[src/itt_pkg.sv]
`timescale 1ns / 1ps
// Package for the three-channel interval timer: item kinds, decoded commands,
// engine state codes and shared widths. No dependencies.
package itt_pkg;

  localparam int unsigned NumCh   = 3;
  localparam int unsigned CntW    = 16;
  localparam int unsigned AccW    = 17;
  localparam int unsigned QDepth  = 2;

  typedef enum logic [1:0] {
    KindRead  = 2'd0,
    KindWrite = 2'd1,
    KindAdv   = 2'd2,
    KindPoll  = 2'd3
  } kind_e;

  localparam logic [1:0] PortCtrl = 2'd3;
  localparam logic [1:0] ModeLsb  = 2'd1;
  localparam logic [1:0] ModeMsb  = 2'd2;
  localparam logic [1:0] ModeBoth = 2'd3;

  typedef struct packed {
    kind_e       kind;
    logic [1:0]  port;
    logic [7:0]  data;
    logic [15:0] cycles;
  } cmd_t;

  typedef enum logic [2:0] {
    StIdle,
    StDiv,
    StChan,
    StMod,
    StDone
  } eng_state_e;

endpackage

[src/interval_timer_three_channel.sv]
`timescale 1ns / 1ps
// Three-channel 16-bit interval timer, top level. One item is carried out at
// a time. A read, write or poll result is registered onto the result ports
// as the engine takes its command from the queue. An advance result appears
// after a serial divide of the cycle accumulator by the tick rate, then a
// step per channel, plus a serial modulo for each channel that expires. A
// waiting result stalls the engine, and the two-entry command queue then
// fills and raises full.
// Depends on itt_pkg, itt_front, itt_engine.
module interval_timer_three_channel (
  input  logic        clk_i,
  input  logic        rst_ni,
  input  logic        push,
  output logic        full,
  input  logic [1:0]  kind_i,
  input  logic [1:0]  port_i,
  input  logic [7:0]  write_data_i,
  input  logic [15:0] cycles_i,
  output logic        empty,
  input  logic        pop,
  output logic [7:0]  read_data_o,
  output logic        irq_pending_o,
  input  logic        cfg_valid,
  output logic        cfg_ready,
  input  logic [15:0] cfg_data
);
  import itt_pkg::*;

  logic        cmd_valid, cmd_take, res_valid;
  cmd_t        cmd;
  logic [15:0] cpt_q;

  assign cfg_ready = 1'b1;
  assign empty     = !res_valid;

  always_ff @(posedge clk_i or negedge rst_ni) begin
    if (!rst_ni) cpt_q <= 16'd4;
    else if (cfg_valid) cpt_q <= cfg_data;
  end

  itt_front u_front (
    .clk_i, .rst_ni, .push, .full, .kind_i, .port_i, .write_data_i, .cycles_i,
    .cmd_valid_o(cmd_valid), .cmd_o(cmd), .cmd_take_i(cmd_take)
  );

  itt_engine u_engine (
    .clk_i, .rst_ni, .cpt_i(cpt_q), .cmd_valid_i(cmd_valid), .cmd_i(cmd),
    .cmd_take_o(cmd_take), .res_valid_o(res_valid), .res_data_o(read_data_o),
    .res_irq_o(irq_pending_o), .res_take_i(pop && !empty)
  );

  a_take_needs_valid: assert property (@(posedge clk_i) disable iff (!rst_ni)
    cmd_take |-> cmd_valid) else $error("take without command");
  a_res_holds: assert property (@(posedge clk_i) disable iff (!rst_ni)
    (!empty && !pop) |=> !empty) else $error("result dropped");
endmodule

[src/itt_front.sv]
`timescale 1ns / 1ps
// Front end: accepts item beats and holds them in a short command queue.
// Depends on itt_pkg.
module itt_front (
  input  logic          clk_i,
  input  logic          rst_ni,
  input  logic          push,
  output logic          full,
  input  logic [1:0]    kind_i,
  input  logic [1:0]    port_i,
  input  logic [7:0]    write_data_i,
  input  logic [15:0]   cycles_i,
  output logic          cmd_valid_o,
  output itt_pkg::cmd_t cmd_o,
  input  logic          cmd_take_i
);
  import itt_pkg::*;

  cmd_t       mem_q [QDepth];
  logic       wp_q, rp_q, wp_d, rp_d;
  logic [1:0] cnt_q, cnt_d;
  logic       do_push;

  assign full        = (cnt_q == 2'(QDepth));
  assign do_push     = push && !full;
  assign cmd_valid_o = (cnt_q != 2'd0);
  assign cmd_o       = mem_q[rp_q];

  always_comb begin
    wp_d  = do_push ? ~wp_q : wp_q;
    rp_d  = cmd_take_i ? ~rp_q : rp_q;
    cnt_d = cnt_q + 2'(do_push) - 2'(cmd_take_i);
  end

  always_ff @(posedge clk_i or negedge rst_ni) begin
    if (!rst_ni) begin
      wp_q  <= 1'b0;
      rp_q  <= 1'b0;
      cnt_q <= '0;
    end else begin
      wp_q  <= wp_d;
      rp_q  <= rp_d;
      cnt_q <= cnt_d;
    end
  end

  always_ff @(posedge clk_i) begin
    if (do_push) begin
      mem_q[wp_q] <= '{kind: kind_e'(kind_i), port: port_i, data: write_data_i,
                       cycles: cycles_i};
    end
  end
endmodule

[src/itt_engine.sv]
`timescale 1ns / 1ps
// Back end: executes commands against the timer state; serial divide and
// serial modulo for cycle advances. Depends on itt_pkg.
module itt_engine (
  input  logic          clk_i,
  input  logic          rst_ni,
  input  logic [15:0]   cpt_i,
  input  logic          cmd_valid_i,
  input  itt_pkg::cmd_t cmd_i,
  output logic          cmd_take_o,
  output logic          res_valid_o,
  output logic [7:0]    res_data_o,
  output logic          res_irq_o,
  input  logic          res_take_i
);
  import itt_pkg::*;

  eng_state_e  st_q, st_d;
  logic [15:0] rl_q [NumCh];
  logic [15:0] ct_q [NumCh];
  logic [1:0]  md_q [NumCh];
  logic [2:0]  hb_q, la_q;
  logic [15:0] lc_q [NumCh];
  logic        irq_q;
  logic [16:0] acc_q;
  logic [16:0] quo_q, rem_q;
  logic [4:0]  bit_q;
  logic [1:0]  ch_q;
  logic [16:0] ov_q;
  logic [16:0] mrem_q;
  logic        rv_q, rirq_q;
  logic [7:0]  rd_q;

  logic [16:0] cpt;
  logic [16:0] acc_sum;
  logic [17:0] shl;
  logic [16:0] rl_ext, ct_ext;
  logic [16:0] tks;
  logic        wrap;
  logic [17:0] mshl;
  logic [16:0] mrem_nx;

  assign cpt        = (cpt_i == '0) ? 17'd1 : {1'b0, cpt_i};
  assign acc_sum    = acc_q + {1'b0, cmd_i.cycles};
  assign shl        = {rem_q, quo_q[16]};
  assign rl_ext     = (rl_q[ch_q] == '0) ? 17'h10000 : {1'b0, rl_q[ch_q]};
  assign ct_ext     = (ct_q[ch_q] == '0) ? 17'h10000 : {1'b0, ct_q[ch_q]};
  assign tks        = quo_q;
  assign wrap       = (tks >= ct_ext);
  assign mshl       = {mrem_q, ov_q[16]};
  assign mrem_nx    = (mshl >= {1'b0, rl_ext}) ? 17'(mshl - {1'b0, rl_ext}) : mshl[16:0];
  assign cmd_take_o = (st_q == StIdle) && cmd_valid_i && !rv_q;
  assign res_valid_o = rv_q;
  assign res_data_o  = rd_q;
  assign res_irq_o   = rirq_q;

  always_comb begin
    st_d = st_q;
    case (st_q)
      StIdle: if (cmd_take_o && cmd_i.kind == KindAdv) st_d = StDiv;
      StDiv:  if (bit_q == 5'd0) st_d = StChan;
      StChan: begin
        if (wrap) st_d = StMod;
        else if (ch_q == 2'd2) st_d = StDone;
        else st_d = StChan;
      end
      StMod:  if (bit_q == 5'd0) st_d = (ch_q == 2'd2) ? StDone : StChan;
      StDone: st_d = StIdle;
      default: st_d = StIdle;
    endcase
  end

  always_ff @(posedge clk_i or negedge rst_ni) begin
    if (!rst_ni) begin
      st_q   <= StIdle;
      for (int i = 0; i < NumCh; i++) begin
        rl_q[i] <= 16'hFFFF;
        ct_q[i] <= 16'hFFFF;
        md_q[i] <= ModeBoth;
        lc_q[i] <= '0;
      end
      hb_q   <= '0;
      la_q   <= '0;
      irq_q  <= 1'b0;
      acc_q  <= '0;
      rv_q   <= 1'b0;
      rd_q   <= '0;
      rirq_q <= 1'b0;
      quo_q  <= '0;
      rem_q  <= '0;
      bit_q  <= '0;
      ch_q   <= '0;
      ov_q   <= '0;
      mrem_q <= '0;
    end else begin
      st_q <= st_d;
      if (res_take_i) rv_q <= 1'b0;
      case (st_q)
        StIdle: begin
          if (cmd_take_o) begin
            rd_q   <= '0;
            rirq_q <= 1'b0;
            rv_q   <= (cmd_i.kind != KindAdv);
            case (cmd_i.kind)
              KindRead: begin
                if (cmd_i.port == PortCtrl) begin
                  rd_q <= 8'hFF;
                end else begin
                  logic [15:0] v;
                  logic [1:0]  c;
                  c = cmd_i.port;
                  v = la_q[c] ? lc_q[c] : ct_q[c];
                  if (md_q[c] == ModeLsb) begin
                    rd_q <= v[7:0]; la_q[c] <= 1'b0;
                  end else if (md_q[c] == ModeMsb) begin
                    rd_q <= v[15:8]; la_q[c] <= 1'b0;
                  end else if (hb_q[c]) begin
                    rd_q <= v[15:8]; hb_q[c] <= 1'b0; la_q[c] <= 1'b0;
                  end else begin
                    rd_q <= v[7:0]; hb_q[c] <= 1'b1;
                  end
                end
              end
              KindWrite: begin
                if (cmd_i.port == PortCtrl) begin
                  logic [1:0] c;
                  c = cmd_i.data[7:6];
                  if (c != PortCtrl) begin
                    if (cmd_i.data[5:4] == 2'd0) begin
                      if (!la_q[c]) begin
                        la_q[c] <= 1'b1; lc_q[c] <= ct_q[c];
                      end
                    end else begin
                      md_q[c] <= cmd_i.data[5:4]; hb_q[c] <= 1'b0;
                    end
                  end
                end else begin
                  logic [1:0]  c;
                  logic [15:0] lo, hi;
                  c  = cmd_i.port;
                  lo = {rl_q[c][15:8], cmd_i.data};
                  hi = {cmd_i.data, rl_q[c][7:0]};
                  if (md_q[c] == ModeLsb) begin
                    rl_q[c] <= lo; ct_q[c] <= lo;
                  end else if (md_q[c] == ModeMsb) begin
                    rl_q[c] <= hi; ct_q[c] <= hi;
                  end else if (hb_q[c]) begin
                    rl_q[c] <= hi; ct_q[c] <= hi; hb_q[c] <= 1'b0;
                  end else begin
                    rl_q[c] <= lo; hb_q[c] <= 1'b1;
                  end
                end
              end
              KindAdv: begin
                quo_q <= acc_sum;
                rem_q <= '0;
                bit_q <= 5'd16;
              end
              KindPoll: begin
                rirq_q <= irq_q;
                irq_q  <= 1'b0;
              end
              default: ;
            endcase
          end
        end
        StDiv: begin
          if (shl >= {1'b0, cpt}) begin
            rem_q <= 17'(shl - {1'b0, cpt});
            quo_q <= {quo_q[15:0], 1'b1};
          end else begin
            rem_q <= shl[16:0];
            quo_q <= {quo_q[15:0], 1'b0};
          end
          bit_q <= bit_q - 5'd1;
          ch_q  <= '0;
        end
        StChan: begin
          acc_q <= rem_q;
          if (wrap) begin
            if (ch_q == 2'd0) irq_q <= 1'b1;
            ov_q   <= tks - ct_ext;
            mrem_q <= '0;
            bit_q  <= 5'd16;
          end else begin
            ct_q[ch_q] <= 16'(ct_ext - tks);
            ch_q <= ch_q + 2'd1;
          end
        end
        StMod: begin
          mrem_q <= mrem_nx;
          ov_q   <= {ov_q[15:0], 1'b0};
          bit_q  <= bit_q - 5'd1;
          if (bit_q == 5'd0) begin
            ct_q[ch_q] <= 16'(rl_ext - mrem_nx);
            ch_q <= ch_q + 2'd1;
          end
        end
        StDone: rv_q <= 1'b1;
        default: ;
      endcase
    end
  end
endmodule

[config.mk]
export PLATFORM = sky130hd
export DESIGN_NAME = interval_timer_three_channel
export DESIGN_NICKNAME = d
export VERILOG_FILES = /design/src/itt_pkg.sv /design/src/interval_timer_three_channel.sv /design/src/itt_front.sv /design/src/itt_engine.sv
export SDC_FILE = /design/constraint.sdc
export NUM_CORES = 1
export LEC_CHECK = 0
export BUFFER_PORTS_ARGS = -buffer_cell sky130_fd_sc_hd__buf_2
export CORE_MARGIN = 1.5
export CORE_UTILIZATION = 55
export CTS_CLUSTER_DIAMETER = 30
export DETAILED_ROUTE_END_ITERATION = 6
export HOLD_SLACK_MARGIN = 0.1
export PLACE_DENSITY = 0.72
export SLEW_MARGIN = 5
export SYNTH_ARGS = -nofsm -noshare
export SYNTH_HDL_FRONTEND = slang
export SYNTH_HIERARCHICAL = 1
export SYNTH_SLANG_ARGS = --single-unit
[constraint.sdc]
create_clock -name clk_i -period 7.55 [get_ports clk_i]
set_input_delay 1.51 -clock clk_i [delete_from_list [all_inputs] [get_ports clk_i]]
set_output_delay 1.51 -clock clk_i [all_outputs]
set_load 0.02 [all_outputs]
# After elaboration in Yosys (flattened, before gate mapping)
# Memory sizes are Yosys's and may differ from the RTL's.
# Index checks and enable logic that the tools add are counted.
# word_totals
ff_bits	282
ram_bits	56
out_inout_bits	12
mem_count	1
# classes
addsub	10
n_lt_le_gt_ge	13
eq_ne	34
mux	122
bitwise	15
n_reduce_logical	42
# mem_list
memory	depth	width	read_ports	rd_clocked_by_memory_dff	wr	line_no	text
u_front.mem_q	2	28	1	0	1	itt_front.sv:19	cmd_t mem_q [QDepth];
# op_table
cell	n
two-way mux 48 bit	11
bitwise mux 48 bit	7
two-way mux 16 bit	17
binary-select mux 16 bit (select 2 bit)	6
two-way mux 17 bit	10
case mux 48 bit (3 select lines)	1
case mux 17 bit (2 select lines)	4
demux 16 bit (select 2 bit)	3
two-way mux 3 bit	20
logical NOT 16 bit	3
two-way mux 8 bit	5
subtractor 17 bit	2
subtractor 16 bit	2
inequality test 2 bit (second input constant)	10
>= comparator 18 x 16 -> 1 bit	1
>= comparator 18 x 17 -> 1 bit	1
adder 17 x 16 -> 17 bit	1
>= comparator 17 bit	1
subtractor 17 x 16 -> 17 bit	1
inequality test 2 x 1 -> 1 bit (second input constant)	8
two-way mux 1 bit	15
two-way mux 5 bit	3
case mux 5 bit (3 select lines)	1
AND reduction 7 bit	2
other kinds (45)	101

# Logic depth before layout (Yosys ltp)
# Gate-level depths: netlist of the first run.
# An unclocked memory read counts as a cell.
# logic_depth
depth_word	14
depth_mapped	25
mapped_depth_nobuf	24

# Modules after synthesis
# The synthesis of the first run kept the hierarchy.
# modules_own_cells
mod	instances	cells_per_inst	area_each_um2	seq_area_each_um2
itt_engine	1	2145	18350.1	6683.9
itt_front	1	104	2262.2	1781.7
interval_timer_three_channel	1	38	671.9	401.6

# Worst setup path after synthesis of the first run
# OpenSTA, ideal clock, no wires.
# synth_timing
path_kind	reg-to-reg
start	register u_engine.ch_q[1]
end	register u_engine/ct_q[31] (netlist name)
t_arrival_ns	5.775
required_ns	7.491
setup_slack_ns	1.716
stages_incl_launch_ff	24
synth_period_minus_slack_ns	5.834
cell_sequence	dfrtp_1 -> clkbuf_1 -> buf_1 -> mux2i_1 -> o21ai_0 -> inv_1 -> fa_1 -> a21oi_2 -> o22ai_1 -> o21ai_2 -> a211oi_1 -> a2111oi_4 -> clkbuf_1 -> nor2_1 -> a21oi_1 -> ha_1 -> and3_1 -> a211oi_1 -> o21ai_0 -> a211oi_1 -> a21oi_1 -> xnor2_1 -> xor2_1 -> a21o_1
# synth_between
elab_chain_cells	12
word_cells_on_any_way	29
# synth_rtl
element	line_no	text
start, declared	itt_engine.sv:28	logic [1:0] ch_q;
start signal, assigned	itt_engine.sv:187	ch_q <= ch_q + 2'd1;
start signal, assigned	itt_engine.sv:196	ch_q <= ch_q + 2'd1;
inverter 2 -> 3 bit (not written as such) *	-	
binary-select mux 16 bit (select 2 bit)	itt_engine.sv:46	assign rl_ext = (rl_q[ch_q] == '0) ? 17'h10000 : {1'b0, rl_q[ch_q]};
two-way mux 16 bit (not written as such) (2 in series)	itt_engine.sv:46	
logical NOT 16 bit	itt_engine.sv:46	
two-way mux 17 bit	itt_engine.sv:46	
subtractor 17 bit / >= comparator 18 x 17 -> 1 bit (equally long branches)	itt_engine.sv:51	assign mrem_nx = (mshl >= {1'b0, rl_ext}) ? 17'(mshl - {1'b0, rl_ext}) : mshl[16:0];
two-way mux 17 bit	itt_engine.sv:51	
subtractor 16 bit	itt_engine.sv:195	ct_q[ch_q] <= 16'(rl_ext - mrem_nx);
bitwise mux 48 bit	itt_engine.sv:195	
two-way mux 48 bit	itt_engine.sv:194	if (bit_q == 5'd0) begin
case mux 48 bit (3 select lines)	itt_engine.sv:98	case (st_q)
end signal, assigned by index	itt_engine.sv:144	rl_q[c] <= lo; ct_q[c] <= lo;
end signal, assigned by index	itt_engine.sv:186	ct_q[ch_q] <= 16'(ct_ext - tks);
end signal, assigned by index	itt_engine.sv:195	
end, declared	itt_engine.sv:20	logic [15:0] ct_q [NumCh];
# Every way passes the cells marked *; elsewhere a longest branch is shown, timed or not. The select of a mux whose other input is x is not followed.
# A chain may end at the register's enable or synchronous reset.

# Worst setup path in the final report of the first run
# layout_timing
start	register u_engine.ch_q[1]
end	register u_engine/ct_q[47] (netlist name)
# The elaborated chain is that of the path after synthesis.

==> metrics.yaml, run 1 <==
clkPwrFrac_pct: 24.6
numCtsBuffers: 80
rsz0062_at_grt: "false"
cp-start-kind: "register"
rows: 71
p_int_uw: 7489
cp_max_fo: 21
drive_gt1_share_pct: 19.05
tritoncts: "done"
clk_pin_slew_ns: 0.04
async_reset_ff_share_pct: 83.43
start_util_pct: 56.24
place_inst: 2765
path_class: "register to register"
synth_cells: 2287
num_antenna_cells: 0
drt_iter0_markers: 1927
switching_share_pct: 45.65
cts_root_buf: "clkbuf_16"
avgSynthCellArea_sq_um: 9.307
portBuffers: 59
via_per_inst: 6.258
die_area_sq_um: 39890
cts_sinks: 338
synthToLayoutAreaGrowth_pct: 16.03
grt_max_degree: 169
top_level_ports: 61
finalHoldViolCount: 0
syn-num-nets: 2447
slew_headroom_pct: 15.06
place_congestion: 1.004
maxCapViolCount: 0
hp-class: "register to register"
grt_pass1_wl_microns: 99680
min_period_ns: 6.512
post-cts-setup-buffer-count: 0
seq_power_share_pct: 21.7
synth_ff_type: "dfrtp_1"
cp.required_ns: 8.07
finalNonFillerCells: 2915
top_layer: "met4"
drt-total-wl_microns: 63970
cts_resized: 0
met1_length_microns: 27350
place_hpwl_microns: 44700
max-vdd-ir-drop_mv: 0.3517
pwr-share-comb_pct: 53.7
track_usage_pct: 32.54
grt_pass1_vias: 17721
p_sw_uw: 6290
cts_hold_buffers: 0
wl_met3_microns: 5554
syn-cell-area_sq_um: 21280
p_per_area_nw_per_um2: 557.9
p_leak_uw: 0.01072
yosys_warnings: 6
worst_slew_pin_slew_ns: 1.269
drv_slew: 0
skew_ns: 0.02592
ys_seq_area_share_pct: 41.66
setup_viol: 0
grt_overflow: 0
cts.path.max_buffers: 3
synth_seq_cells: 338
cp-end-kind: "register"
status: "complete, no violations"
wire_per_inst_microns: 21.94
synth_edf_count: 56
arrival_ns: 7.03
clock_latency_ns: 0.60
die_w_microns: 199.7
drc_errors: 0
h-tree-depth: 3
ant_nets: 0
setup-tns-final_ns: 0
core_sq_um: 37840
dr.pass1.iters: 6
vias: 18242
max_freq_mhz: 153.6
antenna_found_initial: 0
period_share_pct: 86.25
synth.distinct_cells: 73
die_y_microns: 199.7
route.met2.wl_microns: 28310
fin_nets: 2496
Yosys cell counts, types with 56 or more instances:
cell type / number / area, sq um
inv_1: 110 / 412.9
nand2_1: 254 / 953.4
clkbuf_1: 95 / 356.6
dfrtp_1: 179 / 4479
mux2_2: 79 / 889.6
mux2i_1: 114 / 1141
o21ai_0: 192 / 960.9
dfstp_2: 103 / 2706
edfxtp_1: 56 / 1682
a21oi_1: 225 / 1126
nor2_1: 191 / 716.9
ha_1: 105 / 1314
final cells by class:
type	instances	area, sq um
sequential	338	8869
multi-input combinational	1714	11520
timing repair buffer	90	550.5
inverter	112	420.4
tap	511	639.4
fill	3098	13150
clock buffer	111	2231
clock inverter	39	461.7
state kept, by name (all words and copies together) (netlist names), 17 cells and up:
| signal | flops |
|---|---|
| u_front/mem_q | 56 |
| u_engine/ct_q | 48 |
| u_engine/lc_q | 48 |
| u_engine/rl_q | 48 |
| u_engine/acc_q | 17 |
| u_engine/mrem_q | 17 |
| u_engine/ov_q | 17 |
| u_engine/quo_q | 17 |
| u_engine/rem_q | 17 |
logic make-up (layout without fill, tap and decap cells):
group,Yosys count,after routing,share of synthesized area (%)
other,1,1,0.01762
DFF,338,338,41.66
and+or+nand+nor,651,651,13.59
muxes,222,222,11.87
buffers and inverters,235,352,4.426
adders and majority gates,111,111,6.737
xor gates and xnor gates,82,82,3.374
AOI/OAI and AO/OA,647,647,18.33
power by group through the flow:
stage / Combinational (uW) / Sequential (uW) / Clock [uW]
final: 7400 / 2980 / 3400
after global routing: 7960 / 3030 / 3530
after CTS: 7200 / 2960 / 3430
after detailed placement: 7130 / 2980 / 0
after global placement: 7020 / 2970 / 0
after floorplan: 5250 / 2790 / 0
per-stage QoR:
stage	hold WS, ns	power (uW)	instance area, sq um	util [%]	setup WS [ns]
finish	0.4689	13780	24700	65.26	1.038
global route	0.4963	14520	24700	65.26	0.6660
CTS	0.4741	13600	24700	65.26	1.107
detailed placement	0.4647	10110	22000	58.14	1.158
global placement	0.4623	9987	22000	58.14	1.257
floorplan	0.4465	8039	21280	-	1.716
routing by layer:
| metal | up-vias | track usage (%) |
|---|---|---|
| met5 | - | 0 |
| met3 | 178 | 5.755 |
| met2 | 899 | 49.41 |
| met1 | 8880 | 45.41 |
| met4 | 0 | 14.87 |
| li1 | 8285 | - |
critical path, stage by stage, from the launching register on:
cell       delay, ns
dfrtp_2         0.82
mux2i_1         0.20
o21ai_0         0.70
inv_1           0.19
fa_1            0.47
a21oi_2         0.16
o22ai_1         0.14
o21ai_2         0.25
a211oi_1        0.15
a2111oi_4       0.62
buf_4           0.35
nor2_1          0.07
a21oi_1         0.22
ha_1            0.33
a21o_1          0.19
a21oi_1         0.22
o21ai_0         0.18
a211oi_1        0.38
a21oi_1         0.14
xnor2_1         0.26
xor2_1          0.22
a21o_1          0.14
worst paths after layout:
kind / cells after the start / slack [ns] / end / startpoint
worst max-delay path: 21 / 1.04 / u_engine/ct_q[47] / u_engine/ch_q[1]
worst min-delay path: 2 / 0.47 / u_engine/res_data_o[7] / u_engine/res_data_o[7]
worst max register to register: 21 / 1.04 / u_engine/ct_q[47] / u_engine/ch_q[1]
worst min register to register: 2 / 0.47 / u_engine/res_data_o[7] / u_engine/res_data_o[7]
max in group asynchronous: 2 / 5.03 / u_engine/ch_q[1] / rst_ni
min in group asynchronous: 1 / 0.94 / cpt_q[8] / rst_ni
layout by cell type, fill, tap and decap left out, types with 30 or more instances in the layout:
cell type and count:
nand2_1 254, nor2_1 188, buf_4 30, xnor2_1 51, dfstp_2 103, ha_1 104
edfxtp_1 56, inv_1 110, mux2_2 79, dfrtp_1 178, buf_2 58, clkbuf_16 82
o21ai_0 191, nand3_1 46, xor2_1 31, mux2i_1 114, a21oi_1 224, nand2b_1 39
No activity file was read; power rests on OpenSTA's default activity.
==> run 2, diff against run 1 <==
--- a/config.mk
+++ b/config.mk
@@ -5,13 +5,13 @@
 export SDC_FILE = /design/constraint.sdc
 export NUM_CORES = 1
 export LEC_CHECK = 0
-export BUFFER_PORTS_ARGS = -buffer_cell sky130_fd_sc_hd__buf_2
 export CORE_MARGIN = 1.5
 export CORE_UTILIZATION = 55
 export CTS_CLUSTER_DIAMETER = 30
 export DETAILED_ROUTE_END_ITERATION = 6
+export DONT_BUFFER_PORTS = 1
 export HOLD_SLACK_MARGIN = 0.1
-export PLACE_DENSITY = 0.72
+export PLACE_DENSITY = 0.73
 export SLEW_MARGIN = 5
 export SYNTH_ARGS = -nofsm -noshare
 export SYNTH_HDL_FRONTEND = slang
==> constraint.sdc (replaced) <==
create_clock -name clk_i -period 5.4 [get_ports clk_i]
set_input_delay 1.08 -clock clk_i [delete_from_list [all_inputs] [get_ports clk_i]]
set_output_delay 1.08 -clock clk_i [all_outputs]
set_load 0.02 [all_outputs]
==> run 2 against run 1 <==
The run now ends with design-rule violations left. Combinational power rose by 57%. Critical path depth shrank 6. Clock power rose by 42%. Core utilization up 1.6 points. Critical path type unchanged. Largest cell class unchanged.
==> metrics.yaml, run 2 (synthesis gave the netlist of run 1 again) <==
multi_input_area_sq_um: 11780  # +2.2%
setup_viol: 0  # unchanged
placed_area_sq_um: 22170  # +0.73%
fin_nets: 2509  # +0.52%
cp_max_fo: 18  # -14%
top_level_ports: 61  # unchanged
nFillCells: 2997  # -3.3%
max_freq_mhz: 186.3  # +21%
largest_reg_flops: 56  # unchanged
grt_pass1_wl_microns: 102300  # +2.7%
min_period_ns: 5.367  # -1.145 ns
cts_hold_buffers: 0  # unchanged
wire_per_inst_microns: 22.62  # +3.1%
synthToLayoutAreaGrowth_pct: 18.81
top_layer: "met4"
grt_overflow: 0  # unchanged
violations: "design-rule violations"
post-place-ws_ns: -0.1654  # -1.323 ns
wl_met3_microns: 6048  # +8.9%
ant_nets: 0  # unchanged
route.met2.wl_microns: 30350  # +7.2%
clk_pin_slew_ns: 0.05  # about the same
setup_ws_ns: 0.03262  # -1.005 ns
cp.required_ns: 5.93  # -2.14 ns
numCtsBuffers: 80  # unchanged
status: "complete, but fails checks"
cts_root_buf: "clkbuf_16"
register_area_sq_um: 8870  # about the same
grt_pass1_vias: 17978  # +1.5%
via_per_inst: 6.248  # -0.15%
rr_worst_depth: 15  # -29%
place_hpwl_microns: 46010  # +3.0%
core_sq_um: 37840  # unchanged
final_util_pct: 66.82  # +1.6 points
slew_headroom_pct: 13.89  # -1.2 points
regMostFlops: "u_front/mem_q"
stdcell_area_sq_um: 25290  # +2.4%
track_usage_pct: 33.68  # +1.1 points
rows: 71  # unchanged
dr.pass1.iters: 7  # +1
drt_iter0_markers: 1728  # -10%
r2r_slack_ns: 0.03  # -1.01 ns
maxCapViolCount: 0  # unchanged
clock_latency_ns: 0.60  # about the same
path_class: "register to register"
p_leak_uw: 0.01092  # +1.9%
start_util_pct: 56.24  # unchanged
drc_errors: 12  # +12
h-tree-depth: 3  # unchanged
cts_sinks: 338  # unchanged
cp-start-kind: "register"
cts.path.max_buffers: 3  # unchanged
met1_length_microns: 27480  # +0.45%
antenna_found_initial: 1  # +1
p_per_area_nw_per_um2: 812.8  # +46%
hp-class: "primary input to asynchronous set/reset pin"
tritoncts: "done"
die_y_microns: 199.7  # unchanged
period_share_pct: 99.40  # +13 points
portBuffers: 0  # -100%
p_total_uw: 20550  # +49%
arrival_ns: 5.90  # -1.13 ns
grt_max_degree: 283  # +67%
worst_slew_pin_slew_ns: 1.290  # +0.02090 ns
max-vdd-ir-drop_mv: 0.4890  # +39%
finalHoldViolCount: 0  # unchanged
skew_ns: 0.02846  # +0.002543 ns
place_congestion: 0.9709  # -3.3%
layout_commonest_cell: "nand2_1"
die_area_sq_um: 39890  # unchanged
final_cell_mix: "nand2_1 (254), a21oi_1 (217), nor2_1 (186)"
drv_slew: 0  # unchanged
cp-end-kind: "register"
drt-total-wl_microns: 66230  # +3.5%
vias: 18295  # +0.29%
drive_gt1_share_pct: 21.48  # +2.4 points
rsz0062_at_grt: "true"
die_w_microns: 199.7  # unchanged
run 2: cell types whose count changed in the layout (fill, tap and decap cells not counted), sizes merged:
cell / change
buf: +12
clkbuf: -3
clkinv: +3
clkinvlp: -2
inv: +2
diode: +1
run 2: worst max-delay path, cell delays in order, from the launching register on:
cell and delay [ns]:
dfrtp_2 0.46, buf_12 0.18, buf_4 0.37, mux2i_1 0.31, o21ai_0 0.37, nor4_1 0.50, nand4_1 0.16, ha_1 0.36
nand2_1 0.09, or4b_1 0.51, o21bai_1 0.19, nor2_1 0.17, and2_1 0.26, o211ai_1 0.84, o221ai_1 0.26, a21o_1 0.20
run 2: final cells by class:
class	count	area share, %
antenna	1	0.009896
clock buffer	107	8.842
clock inverter	42	1.964
inverter	112	1.663
multi-input combinational	1714	46.59
sequential	338	35.08
tap	511	2.528
timing repair buffer	103	3.325
run 2: metrics by stage:
stage                     TNS, ns  cells  hold WS [ns]
after CTS                       0   2921        0.1662
after floorplan                 0   2287        0.4465
final                           0   2928        0.1828
after detailed placement   -1.465   2770        0.4690
after global placement          0   2770        0.4618
after global routing      -0.3878   2927        0.1603
run 2: path summary, 6_finish.rpt:
| kind | to | startpoint |
|---|---|---|
| max | u_engine/ct_q[47] | u_engine/ch_q[1] |
| min in group clk_i | u_engine/acc_q[12] | u_engine/acc_q[12] |
| max reg2reg | u_engine/ct_q[47] | u_engine/ch_q[1] |
| min reg2reg | u_engine/acc_q[12] | u_engine/acc_q[12] |
| max in group asynchronous | u_engine/mrem_q[13] | rst_ni |
| min | cpt_q[9] | rst_ni |
run 2: repair_timing:
action | in CTS | in global routing
gates cloned | 0 | 1
endpoints found under the setup margin | 21 | 34
resized for setup | 20 | 56
setup buffers | 2 | 6
pin swaps | 5 | 21
run 2: per-layer routing:
metal / vias to the layer above / GRT usage (%)
met5: - / 0
met1: 8986 / 45.67
li1: 8315 / -
met3: 149 / 7.983
met2: 845 / 52.10
met4: 0 / 13.39
run 2: power by group:
| group | internal [uW] | switching (uW) |
|---|---|---|
| clock | 3250 | 1570 |
| combinational | 4560 | 7000 |
| sequential | 3500 | 672 |
==> run 3, diff against run 2 <==
--- a/config.mk
+++ b/config.mk
@@ -5,7 +5,7 @@
 export SDC_FILE = /design/constraint.sdc
 export NUM_CORES = 1
 export LEC_CHECK = 0
-export CORE_MARGIN = 1.5
+export CORE_MARGIN = 2
 export CORE_UTILIZATION = 55
 export CTS_CLUSTER_DIAMETER = 30
 export DETAILED_ROUTE_END_ITERATION = 6
@@ -15,5 +15,4 @@
 export SLEW_MARGIN = 5
 export SYNTH_ARGS = -nofsm -noshare
 export SYNTH_HDL_FRONTEND = slang
-export SYNTH_HIERARCHICAL = 1
 export SYNTH_SLANG_ARGS = --single-unit
==> run 3 against run 2 <==
Critical path depth increased by 8. Routed wire length is 12% higher. Global-route usage is 3.1 points higher. Highest routed layer is now met5. Cell count increased by 7.8%. The flow finishes with violations (max-slew violations, negative setup slack). Critical path type unchanged. Design area increased by 3.1%.
==> metrics.yaml, run 3 <==
setup-tns-final_ns: -0.05418  # -0.05418 ns
maxCapViolCount: 0  # unchanged
die_area_sq_um: 40110  # +0.56%
syn-num-nets: 2615  # +6.9%
crit_family: "compound AO/OA/AOI/OAI gates"
final_util_pct: 68.89  # +2.1 points
grt_max_degree: 283  # unchanged
via_per_inst: 6.237  # -0.18%
rr_worst_depth: 23  # +8
fin_nets: 2726  # +8.6%
h-tree-depth: 3  # unchanged
antenna_found_initial: 2  # +1
cp-end-kind: "register"
r2r_slack_ns: -0.03  # -0.06 ns
violations: "max-slew violations, negative setup slack"
syn-cell-area_sq_um: 21190  # -0.45%
post-synth-top-count-cell: "nand2_1"
endpoint: "u_engine.ct_q[25]"
cp_common_cell: "o21a_1"
status: "complete, but fails checks"
numCtsBuffers: 89  # +11%
portBuffers: 0  # unchanged
ys_top_cells_by_count: "nand2_1 (430), o21ai_0 (282), a21oi_1 (231)"
num_antenna_cells: 0  # -1
crit_slowest_cell: "dfrtp_2"
setup_viol: 5  # +5
grt_pass1_wl_microns: 114300  # +12%
crit_start: "u_engine.ch_q[0]"
drive_gt1_share_pct: 19.33  # -2.2 points
synth_ff_type: "dfrtp_1"
largest_reg_flops: 56  # unchanged
dr.pass1.iters: 6  # -1
hp-class: "primary input to asynchronous set/reset pin"
synth.distinct_cells: 84  # +15%
yosys.area.top_type: "dfrtp_1"
cp-start-kind: "register"
max_freq_mhz: 184.2  # -1.1%
rows: 71  # unchanged
ant_nets: 0  # unchanged
synth_seq_cells: 338  # unchanged
async_reset_ff_share_pct: 83.43  # unchanged
critical_path.cell_chain: "buf_12, buf_12, mux2i_1, o21ai_0, nor4_1, nand4_1, ha_1, and4b_2, a2111oi_4, buf_4, o21ai_4, mux2i_4, ha_1, nor2b_4, o31a_1, o311a_1, o21a_1, o21a_1, o21a_1, o32ai_2, buf_4, a32oi_1, o21ai_1"
clock_latency_ns: 0.63  # +0.03 ns
setup_ws_ns: -0.02822  # -0.06084 ns
avgSynthCellArea_sq_um: 8.627  # -7.3%
synth_edf_count: 56  # unchanged
cp.depth: 23  # +8
layout_commonest_cell: "nand2_1"
cts_root_buf: "clkbuf_16"
cts_sinks: 338  # unchanged
vias: 19678  # +7.6%
core_sq_um: 37840  # unchanged
yosysTopAreaCellShare_pct: 21.14  # +0.094 points
place_hpwl_microns: 52200  # +13%
synth_cells: 2456  # +7.4%
finalNonFillerCells: 3155  # +7.8%
final_cell_mix: "nand2_1 (430), o21ai_0 (257), a21oi_1 (229)"
cp.required_ns: 5.95  # +0.02 ns
worst_slew_pin_slew_ns: 1.551  # +0.2611 ns
timing.rr.start: "u_engine.ch_q[0]"
regMostFlops: "u_front.mem_q"
place_congestion: 0.9813  # +1.1%
die_w_microns: 200.3  # +0.28%
max_stage_delay_ns: 0.46  # -0.38 ns
drv_slew: 55  # +55
place_inst: 2975  # +7.4%
finalHoldViolCount: 0  # unchanged
period_share_pct: 100.5  # +1.1 points
path_class: "register to register"
min_period_ns: 5.428  # +0.06084 ns
slew_headroom_pct: -3.419  # -17 points
start_util_pct: 55.99  # -0.25 points
arrival_ns: 5.98  # +0.08 ns
grt_pass1_vias: 19241  # +7.0%
drt-total-wl_microns: 74010  # +12%
top_level_ports: 61  # unchanged
wire_per_inst_microns: 23.46  # +3.7%
ys_seq_area_share_pct: 41.85  # +0.19 points
die_y_microns: 200.3  # +0.28%
cp_max_fo: 8  # -10
skew_ns: 0.03412  # +0.005660 ns
path_buf_inv: 4  # +2
yosys_warnings: 0  # -6
tritoncts: "done"
cts.path.max_buffers: 3  # unchanged
drc_errors: 0  # -12
drt_iter0_markers: 1740  # +0.69%
ys_top_cells_by_area: "dfrtp_1 (21%), dfstp_2 (13%), edfxtp_1 (7.9%), nand2_1 (7.6%), o21ai_0 (6.7%)"
clk_pin_slew_ns: 0.05  # about the same
track_usage_pct: 36.82  # +3.1 points
synthToLayoutAreaGrowth_pct: 23.03
grt_overflow: 0  # unchanged
rsz0062_at_grt: "true"
r2r-end: "u_engine.ct_q[25]"
-- run 3: changes by cell type after synthesis, sizes merged, moves of 28 or more --
cell    delta
nor2      -50
o21ai     +86
mux2      -78
nand2    +176
mux2i     -39
a211oi    +28
-- run 3: logic make-up after synthesis --
family	Yosys count	share of synthesized area, %
flops	338	41.85
xor+xnor	75	3.100
fa+ha+maj	110	6.708
other cells	1	0.01770
buf+inv	245	4.458
simple gates	817	17.12
compound gates	773	22.04
mux	97	4.712
-- run 3: routing by layer --
metal	wire [microns]	global-route usage (%)	vias up
met5	11	0	-
met4	2446	12.20	2
met3	6239	8.233	170
met2	32870	55.94	918
met1	32440	52.29	9611
li1	-	-	8977
-- run 3: repair_timing --
action	in CTS	in global routing
resized for setup	32	53
hold buffers	0	0
endpoints found under the setup margin	33	32
buffers inserted	9	5
pin swaps	10	23
cloned	1	0
-- run 3: worst register-to-register path, delay by kind of cell (launching register included) --
kind | cells | cell delay, ns
compound gates | 11 | 2.21
fa+ha+maj | 2 | 0.67
buf+inv | 4 | 0.67
flops | 1 | 0.46
mux | 2 | 0.40
simple gates | 4 | 0.94
-- run 3: area by class of cell --
class,instances,area [sq um]
fill,3023,11780
timing repair buffer,156,1220
tap,511,639.4
clock buffer,110,2447
clock inverter,58,743.2
multi-input combinational,1873,11740
sequential,338,8870
inverter,109,409.1
-- run 3: worst min-delay path by stage --
stage | cells past startpoint | start | slack (ns) | endpoint
2_1_floorplan | 2 | u_engine.rem_q[16] | 0.45 | u_engine.acc_q[16]
3_3_place_gp | 2 | u_engine.lc_q[29] | 0.46 | u_engine.lc_q[29]
3_5_place_dp | 2 | u_engine.acc_q[13] | 0.47 | u_engine.acc_q[13]
4_1_cts | 0 | rst_ni | 0.15 | u_engine.ov_q[6]
5_1_grt | 0 | rst_ni | 0.14 | u_engine.ov_q[6]
6_report | 0 | rst_ni | 0.17 | u_engine.ov_q[8]
-- run 3: stage by stage --
stage                     setup slack, ns  hold slack (ns)  cell area [sq um]
after global routing              -0.2441           0.1393              26070
after floorplan                   0.01472           0.4464              21210
after global placement            -0.2815           0.4615              22440
after detailed placement          -0.5102           0.4679              22440
after CTS                        -0.06001           0.1481              25820
final                            -0.02822           0.1662              26070
Power of run 3 is left out: the tool's default activity adds up to more than one toggle a clock period on the data nets, which glitch-free logic cannot reach.
